--- src/hw/rtl/mpfa_pkg.sv ---
`default_nettype none

package mpfa_pkg;

   // Default sizing of the allocator
   localparam int POOL_COUNT_DEF = 8;
   localparam int POOL_DEPTH_DEF = 256;

   // Field widths of the request and response words
   localparam int KIND_W   = 1;
   localparam int POOL_W   = 3;
   localparam int BLOCK_W  = 8;
   localparam int STATUS_W = 2;

   // Configuration port
   localparam int CSR_IDX_W  = 2;
   localparam int CSR_DATA_W = 9;
   localparam int POOLS_W    = 4;
   localparam int BPP_W      = 9;
   localparam int DMASK_W    = 8;

   localparam logic [CSR_IDX_W-1:0] REG_POOLS  = 2'd0;
   localparam logic [CSR_IDX_W-1:0] REG_BLOCKS = 2'd1;
   localparam logic [CSR_IDX_W-1:0] REG_DMASK  = 2'd2;

   localparam logic [POOLS_W-1:0] POOLS_RST  = 4'd0;
   localparam logic [BPP_W-1:0]   BPP_RST    = 9'd256;
   localparam logic [DMASK_W-1:0] DMASK_RST  = 8'd0;

   // Request kinds
   localparam logic [KIND_W-1:0] KIND_GET  = 1'b0;
   localparam logic [KIND_W-1:0] KIND_FREE = 1'b1;

   // Response status codes
   localparam logic [STATUS_W-1:0] ST_OK        = 2'd0;
   localparam logic [STATUS_W-1:0] ST_INVALID   = 2'd1;
   localparam logic [STATUS_W-1:0] ST_DESTROYED = 2'd2;
   localparam logic [STATUS_W-1:0] ST_EMPTY     = 2'd3;

   // Control and status from the register block to the datapath
   typedef struct packed {
      logic [POOLS_W-1:0] pools_created;
      logic [DMASK_W-1:0] destroyed_mask;
      logic               rebuild;
      logic               busy;
   } csr_status_type;

endpackage

`default_nettype wire

--- src/hw/rtl/mpfa_csr.sv ---
`default_nettype none

module mpfa_csr #(
   parameter int POOL_COUNT = mpfa_pkg::POOL_COUNT_DEF,
   parameter int POOL_DEPTH = mpfa_pkg::POOL_DEPTH_DEF,
   parameter int AW         = 11,
   parameter int IW         = 8,
   parameter int LW         = 9
) (
   input  wire logic                              clock,
   input  wire logic                              reset,
   input  wire logic                              csr_we,
   input  wire logic [mpfa_pkg::CSR_IDX_W-1:0]    csr_index,
   input  wire logic [mpfa_pkg::CSR_DATA_W-1:0]   csr_wdata,
   output mpfa_pkg::csr_status_type               csr_st,
   output logic      [LW-1:0]                     block_count,
   output logic                                   sweep_we,
   output logic      [AW-1:0]                     sweep_addr,
   output logic      [LW-1:0]                     sweep_data
);

   import mpfa_pkg::*;

   localparam int            DEPTH     = POOL_COUNT * POOL_DEPTH;
   localparam logic [AW-1:0] LAST_ADDR = AW'(DEPTH - 1);
   localparam logic [IW-1:0] LAST_IDX  = IW'(POOL_DEPTH - 1);
   localparam logic [LW-1:0] NULL_LINK = LW'(POOL_DEPTH);

   logic [POOLS_W-1:0] pools_ff;
   logic [BPP_W-1:0]   bpp_ff;
   logic [DMASK_W-1:0] dmask_ff;
   logic               rebuild_ff;
   logic               sweep_on_ff;
   logic [AW-1:0]      addr_ff;
   logic [IW-1:0]      idx_ff;
   logic [LW-1:0]      next_idx;

   // Register writes; a write to the pool count or block count rebuilds the lists
   always_ff @(posedge clock) begin
      if (reset) begin
         pools_ff    <= POOLS_RST;
         bpp_ff      <= BPP_RST;
         dmask_ff    <= DMASK_RST;
         rebuild_ff  <= 1'b1;
         sweep_on_ff <= 1'b1;
         addr_ff     <= '0;
         idx_ff      <= '0;
      end else begin
         rebuild_ff <= 1'b0;
         if (sweep_on_ff) begin
            addr_ff <= addr_ff + AW'(1);
            idx_ff  <= (idx_ff == LAST_IDX) ? '0 : idx_ff + IW'(1);
            if (addr_ff == LAST_ADDR) begin
               sweep_on_ff <= 1'b0;
            end
         end
         if (csr_we) begin
            unique case (csr_index)
               REG_POOLS: begin
                  pools_ff    <= csr_wdata[POOLS_W-1:0];
                  rebuild_ff  <= 1'b1;
                  sweep_on_ff <= 1'b1;
                  addr_ff     <= '0;
                  idx_ff      <= '0;
               end
               REG_BLOCKS: begin
                  bpp_ff      <= csr_wdata[BPP_W-1:0];
                  rebuild_ff  <= 1'b1;
                  sweep_on_ff <= 1'b1;
                  addr_ff     <= '0;
                  idx_ff      <= '0;
               end
               REG_DMASK: begin
                  dmask_ff <= csr_wdata[DMASK_W-1:0];
               end
               default: begin
               end
            endcase
         end
      end
   end

   // Saturate the block count to the pool depth
   assign block_count = (int'(bpp_ff) > POOL_DEPTH) ? NULL_LINK : LW'(bpp_ff);

   // Sweep writes the fresh chain i -> i+1, last counted block and the rest null
   assign next_idx   = LW'(idx_ff) + LW'(1);
   assign sweep_we   = sweep_on_ff;
   assign sweep_addr = addr_ff;
   assign sweep_data = (next_idx < block_count) ? next_idx : NULL_LINK;

   assign csr_st.pools_created  = pools_ff;
   assign csr_st.destroyed_mask = dmask_ff;
   assign csr_st.rebuild        = rebuild_ff;
   assign csr_st.busy           = sweep_on_ff | rebuild_ff;

   // A rebuild always starts a sweep
   a_rebuild_sweeps: assert property (@(posedge clock) disable iff (reset)
      rebuild_ff |-> sweep_on_ff)
      else $error("rebuild without sweep");

   // The sweep ends only at the last address
   a_sweep_end: assert property (@(posedge clock) disable iff (reset)
      sweep_on_ff && !csr_we && addr_ff != LAST_ADDR |=> sweep_on_ff)
      else $error("sweep ended early");

   // Address and pool index counters stay aligned
   a_idx_wrap: assert property (@(posedge clock) disable iff (reset)
      sweep_on_ff && addr_ff == LAST_ADDR |-> idx_ff == LAST_IDX)
      else $error("sweep counters out of step");

endmodule

`default_nettype wire

--- config.mk ---
export PLATFORM = sky130hd
export DESIGN_NAME = mpfa_csr
export DESIGN_NICKNAME = d
export VERILOG_FILES = /design/src/hw/rtl/mpfa_pkg.sv /design/src/hw/rtl/mpfa_csr.sv
export SDC_FILE = /design/constraint.sdc
export NUM_CORES = 1
export LEC_CHECK = 0
export BUFFER_PORTS_ARGS = -buffer_cell sky130_fd_sc_hd__buf_2
export CORE_MARGIN = 2
export CORE_UTILIZATION = 30
export CTS_CLUSTER_DIAMETER = 150
export DETAILED_ROUTE_END_ITERATION = 8
export PLACE_DENSITY = 0.58
export REMOVE_ABC_BUFFERS = 1
export SLEW_MARGIN = 20
export SYNTH_ARGS = -nofsm -noshare
export SYNTH_HDL_FRONTEND = slang
export SYNTH_SLANG_ARGS = --single-unit
--- constraint.sdc ---
create_clock -name clock -period 7.78 [get_ports clock]
set_clock_uncertainty 0.2 [all_clocks]
set_input_delay 0.389 -clock clock [delete_from_list [all_inputs] [get_ports clock]]
set_output_delay 0.389 -clock clock [all_outputs]
set_load 0.02 [all_outputs]
==> Yosys cells after proc, flatten, opt, wreduce, memory -nomap -nowiden <==
Index checks and enable logic that the tools add are counted.
{ "totals": {"in_bits": 14, "ff_bits": 42, "elab_cells": 37, "out_inout_bits": 44} }
{ "op_classes": {"n_addsub": 3, "magnitude_cmp": 2, "eq_ne": 4, "bitwise_logic": 1, "n_reduce_logical": 5, "mux": 15} }
{ "op_table": {"columns": ["operator", "n"], "rows": [
  ["11-bit 2-to-1 mux", 3],
  ["8-bit 2-to-1 mux", 4],
  ["9-bit 2-to-1 mux", 2],
  ["11-bit by 1-bit adder with 11-bit output (second input constant)", 1],
  ["11-bit equality test (second input constant)", 1],
  ["8-bit by 1-bit adder with 9-bit output (second input constant)", 1],
  ["9-bit greater-than comparator (second input constant)", 1],
  ["9-bit < comparator", 1],
  ["8-bit by 1-bit adder with 8-bit output (second input constant)", 1],
  ["8-bit equality test (second input constant)", 1],
  ["1-bit 2-to-1 mux", 6],
  ["2-bit AND reduction", 3],
  ["2-bit by 1-bit equality test with 1-bit output (second input constant)", 1],
  ["2-bit equality test (second input constant)", 1],
  ["2-bit logical NOT", 1],
  ["2-bit OR reduction", 1],
  ["1-bit bitwise OR", 1]
]} }

==> Depth between registers and ports, before layout <==
{ "depth": {"ltp_word": 5, "depth_mapped": 11, "mapped_depth_nobuf": 10} }

==> Worst setup path before layout <==
Ideal clock, no wire load.
{ "synth_timing": {"kind": "register -> output", "startpoint": "register idx_ff[0]", "endpoint": "output port sweep_data[1]", "arrival_ns": 2.476, "path_stages_with_launch": 12, "setup_slack_ns": 4.715, "cell_sequence": "dfxtp_1 > ha_1 > and3_2 > buf_2 > and2_1 > xnor2_1 > inv_1 > ha_1 > a211oi_1 > nor2_1 > a211o_1 > nor2b_1"} }
{ "synth_via": {"elab_chain_cells": 3} }
{ "synth_rtl": {"columns": ["item", "line", "text"], "rows": [
  ["start, declared", "mpfa_csr.sv:35", "logic [IW-1:0] idx_ff;"],
  ["start signal, assigned", "mpfa_csr.sv:52", "idx_ff <= (idx_ff == LAST_IDX) ? '0 : idx_ff + IW'(1);"],
  ["8-bit by 1-bit adder with 9-bit output *", "mpfa_csr.sv:87", "assign next_idx = LW'(idx_ff) + LW'(1);"],
  ["9-bit < comparator", "mpfa_csr.sv:90", "assign sweep_data = (next_idx < block_count) ? next_idx : NULL_LINK;"],
  ["9-bit 2-to-1 mux *", "mpfa_csr.sv:90", null],
  ["end, declared", "mpfa_csr.sv:19", "output logic [LW-1:0] sweep_data"]
]} }
Mark *: on every way between the ends. The rest lies on a longest branch, timed or not.

==> Final worst setup path <==
{ "layout_timing": {"startpoint": "register idx_ff[0]", "endpoint": "output port sweep_data[8]"} }
The elaborated chain is that of the path after synthesis.

==> flow_metrics.py <==
metrics = {
    "power_and_ir_drop": {
        "pwr-share-clk_pct": 34.9,
        "seqPwrFrac_pct": 54.1,
        "ir_drop_mv": 0.0815,
        "p_switching_uw": 106,
        "combPwrFrac_pct": 11.1,
        "finalPower_uw": 416,
        "p_int_uw": 310,
        "cellPowerDensity_nw_per_um2": 168,
        "p_leak_uw": 0.00121,
        "swShare_pct": 25.5,
    },
    "critical_path": {
        "startpoint_type": "flip-flop",
        "worstSetupPathType": "reg -> out",
        "crit_fanout": 9,
        "r2r_slack_ns": 5.93,
        "cp_slowest_cell": "dfxtp_1",
        "ff2ff_path_depth": 3,
        "critical_path_arrival_ns": 2.92,
        "r2r-start": "sweep_we",
        "cp.required_ns": 7.19,
        "crit_top_cell": "ha_1",
        "cp-end-kind": "output port",
        "crit_path_cell_trace": "ha_1, and3_2, and2_1, xnor2_1, inv_1, ha_1, a211oi_1, nor2_1, a211o_1, or2_1, buf_2",
        "r2r_end": "sweep_addr[5]",
        "critPathMaxStageDelay_ns": 0.42,
    },
    "routing": {
        "num_vias": 1763,
        "wire_per_inst_um": 11.7,
        "drtPass1Iterations": 4,
        "drc": 0,
        "wirelength_um": 4440,
        "final_antenna_net_count": 0,
        "drtIter0Drc": 58,
        "viasPerCell": 4.65,
    },
    "clock_network": {
        "cts_num_sinks": 42,
        "cts_buffers": 5,
        "hold_buffers": 0,
        "tritoncts": "done",
        "clkSlewWorstSetupHoldPaths_ns": 0.08,
        "htreeDepth": 2,
        "post_cts_resized": 0,
        "clock_latency_ns": 0.29,
        "post_cts_buffers": 0,
        "cts_root_buf": "clkbuf_8",
        "clk_path_buf_depth": 2,
    },
    "timing": {
        "max_slew_margin_pct": 59.6,
        "hold_viol": 0,
        "setup_viol_count_final": 0,
        "tightest_slew_ns": 0.605,
        "fin_tns_setup_ns": 0,
        "period_share_pct": 45.1,
        "final-max-slew-violation-count": 0,
        "rsz0062_at_grt": "false",
        "fmax_mhz": 285,
        "fin_crit_ns": 3.51,
    },
    "floorplan": {
        "die_x_um": 86.5,
        "core_area_um2": 6680,
        "initial_core_util_pct": 30.5,
        "die_h_um": 86.5,
        "fp-row-count": 30,
        "pin_count": 58,
        "fp.dieArea_um2": 7470,
    },
    "run": {
        "cap_violations": 0,
    },
    "finish": {
        "layout_commonest_cell": "buf_2",
        "nNetsFinal": 322,
        "areaGrowthSynthToFinish_pct": 21.2,
        "mostFrequentLayoutCells": "57 x buf_2, 42 x dfxtp_1, 34 x nor2_1",
        "drive_above_1_share_pct": 23.4,
        "antenna_cells": 0,
        "fin_cells": 379,
    },
    "synth": {
        "synth_cell_type_count": 36,
        "synth.avg_cell_area_um2": 8.32,
        "synth_warnings": 0,
        "ys_seq_elements": 42,
        "synthCells": 245,
        "ys_seq_area_share_pct": 41.2,
        "netlist_area_um2": 2040,
    },
    "global_routing": {
        "track_usage_pct": 12.2,
        "grt_util_met1_pct": 16.6,
        "use_met3_pct": 2.48,
        "grt_busiest_layer": "met2",
        "grt_util_met2_pct": 19.2,
        "grt-ovfl-total": 0,
        "grt_max_degree": 23,
        "grt_pass1_vias": 1594,
        "antenna_found_initial": 0,
        "grt_pass1_wl_um": 7380,
    },
    "place": {
        "post-dp-hpwl_um": 3340,
        "portBuffers": 57,
        "numPlacedInstances": 371,
        "routabilityCongestion": 0.720,
    },
    "run_status": {
        "status": "finished, final reports clean",
    },
    "worst_hold_path": {
        "holdPathEnd": "bpp_ff[8]",
        "hold_depth": 2,
        "hold_class": "in -> reg",
        "worstHoldStart": "csr_wdata[8]",
    },
}
layout make-up:
type	count	area, µm²
fill	732	4210
multi-input combinational	172	1070
sequential	42	841
timing repair buffer	58	293
tap	80	100
clock buffer	7	86.3
inverter	19	71.3
clock inverter	1	5.00
metal layers:
layer / wire (µm) / up-vias
li1: - / 920
met2: 2020 / 23
met5: 0 / -
met4: 68 / 0
met1: 2230 / 813
met3: 121 / 7
synth_stat cells:
library cell | instances | share of area (%)
dfxtp_1 | 42 | 41
nor2_1 | 34 | 6.3
nand2_1 | 27 | 5.0
inv_1 | 17 | 3.1
nand3_1 | 16 | 3.9
a21oi_1 | 13 | 3.2
mux2i_1 | 13 | 6.4
xnor2_1 | 12 | 5.2
ha_1 | 10 | 6.1
clkbuf_1 | 8 | 1.5
xor2_1 | 6 | 2.6
nand4_1 | 5 | 1.5
nor2b_1 | 4 | 1.2
nor3_1 | 4 | 0.98
buf_2 | 3 | 0.74
nand3b_1 | 3 | 1.1
o21ai_0 | 3 | 0.74
a211oi_1 | 2 | 0.74
and2_1 | 2 | 0.61
nor4_1 | 2 | 0.61
or2_1 | 2 | 0.61
or2_2 | 2 | 0.61
or3_1 | 2 | 0.61
a211o_1 | 1 | 0.43
a21o_1 | 1 | 0.37
a311o_1 | 1 | 0.49
a31oi_1 | 1 | 0.31
and3_2 | 1 | 0.37
and3b_1 | 1 | 0.43
and4_1 | 1 | 0.43
buf_4 | 1 | 0.37
clkinv_1 | 1 | 0.18
inv_2 | 1 | 0.18
nand4_4 | 1 | 1.0
o221ai_1 | 1 | 0.43
o41ai_1 | 1 | 0.43
cell families after synthesis:
logic type | count (synthesis) | synth area share, %
xor gates and xnor gates | 18 | 7.73
AOI/OAI and AO/OA | 24 | 7.12
and+or+nand+nor | 107 | 25.3
buffers and inverters | 31 | 6.07
adders and majority gates | 10 | 6.13
DFF | 42 | 41.2
muxes | 13 | 6.38
flip-flops by register name, summed over array words and instances, names as in the netlist:
register,cells
bpp_ff,9
dmask_ff,8
sweep_we,1
sweep_addr,11
idx_ff,8
rebuild_ff,1
pools_ff,4
how the worst max path moves through the flow:
stage                         end  cells past startpoint       from  slack, ns
floorplan           sweep_data[1]                     10  idx_ff[0]       4.80
global placement    sweep_data[8]                     11  idx_ff[0]       4.64
detailed placement  sweep_data[8]                     11  idx_ff[0]       4.58
CTS                 sweep_data[8]                     11  idx_ff[0]       4.25
global route        sweep_data[8]                     11  idx_ff[0]       3.98
finish              sweep_data[8]                     11  idx_ff[0]       4.27
metrics by stage:
step / hold WS, ns / utilization, % / instance area [µm²] / worst slack, ns
3_5_place_dp: 0.247 / 35.6 / 2380 / 4.58
4_1_cts: 0.131 / 37.0 / 2470 / 4.25
3_3_place_gp: 0.245 / 35.6 / 2380 / 4.64
2_1_floorplan: 0.230 / - / 1990 / 4.80
5_1_grt: 0.140 / 37.0 / 2470 / 3.98
6_report: 0.136 / 37.0 / 2470 / 4.27
power groups by stage:
stage	sequential [µW]	clock (µW)	combinational (µW)
after floorplan	234	0	23.6
after global placement	230	0	46.1
after detailed placement	230	0	46.5
after CTS	225	151	46.8
after global routing	226	158	51.2
final	225	145	46.0
worst max-delay path, delay by kind of cell (launching register included):
| kind | cells | cell delay [ns] |
|---|---|---|
| fa+ha+maj | 2 | 0.51 |
| buf+inv | 2 | 0.22 |
| compound gates | 2 | 0.60 |
| xor+xnor | 1 | 0.14 |
| simple gates | 4 | 0.74 |
| flops | 1 | 0.42 |
(Power assumes the default switching activity.)
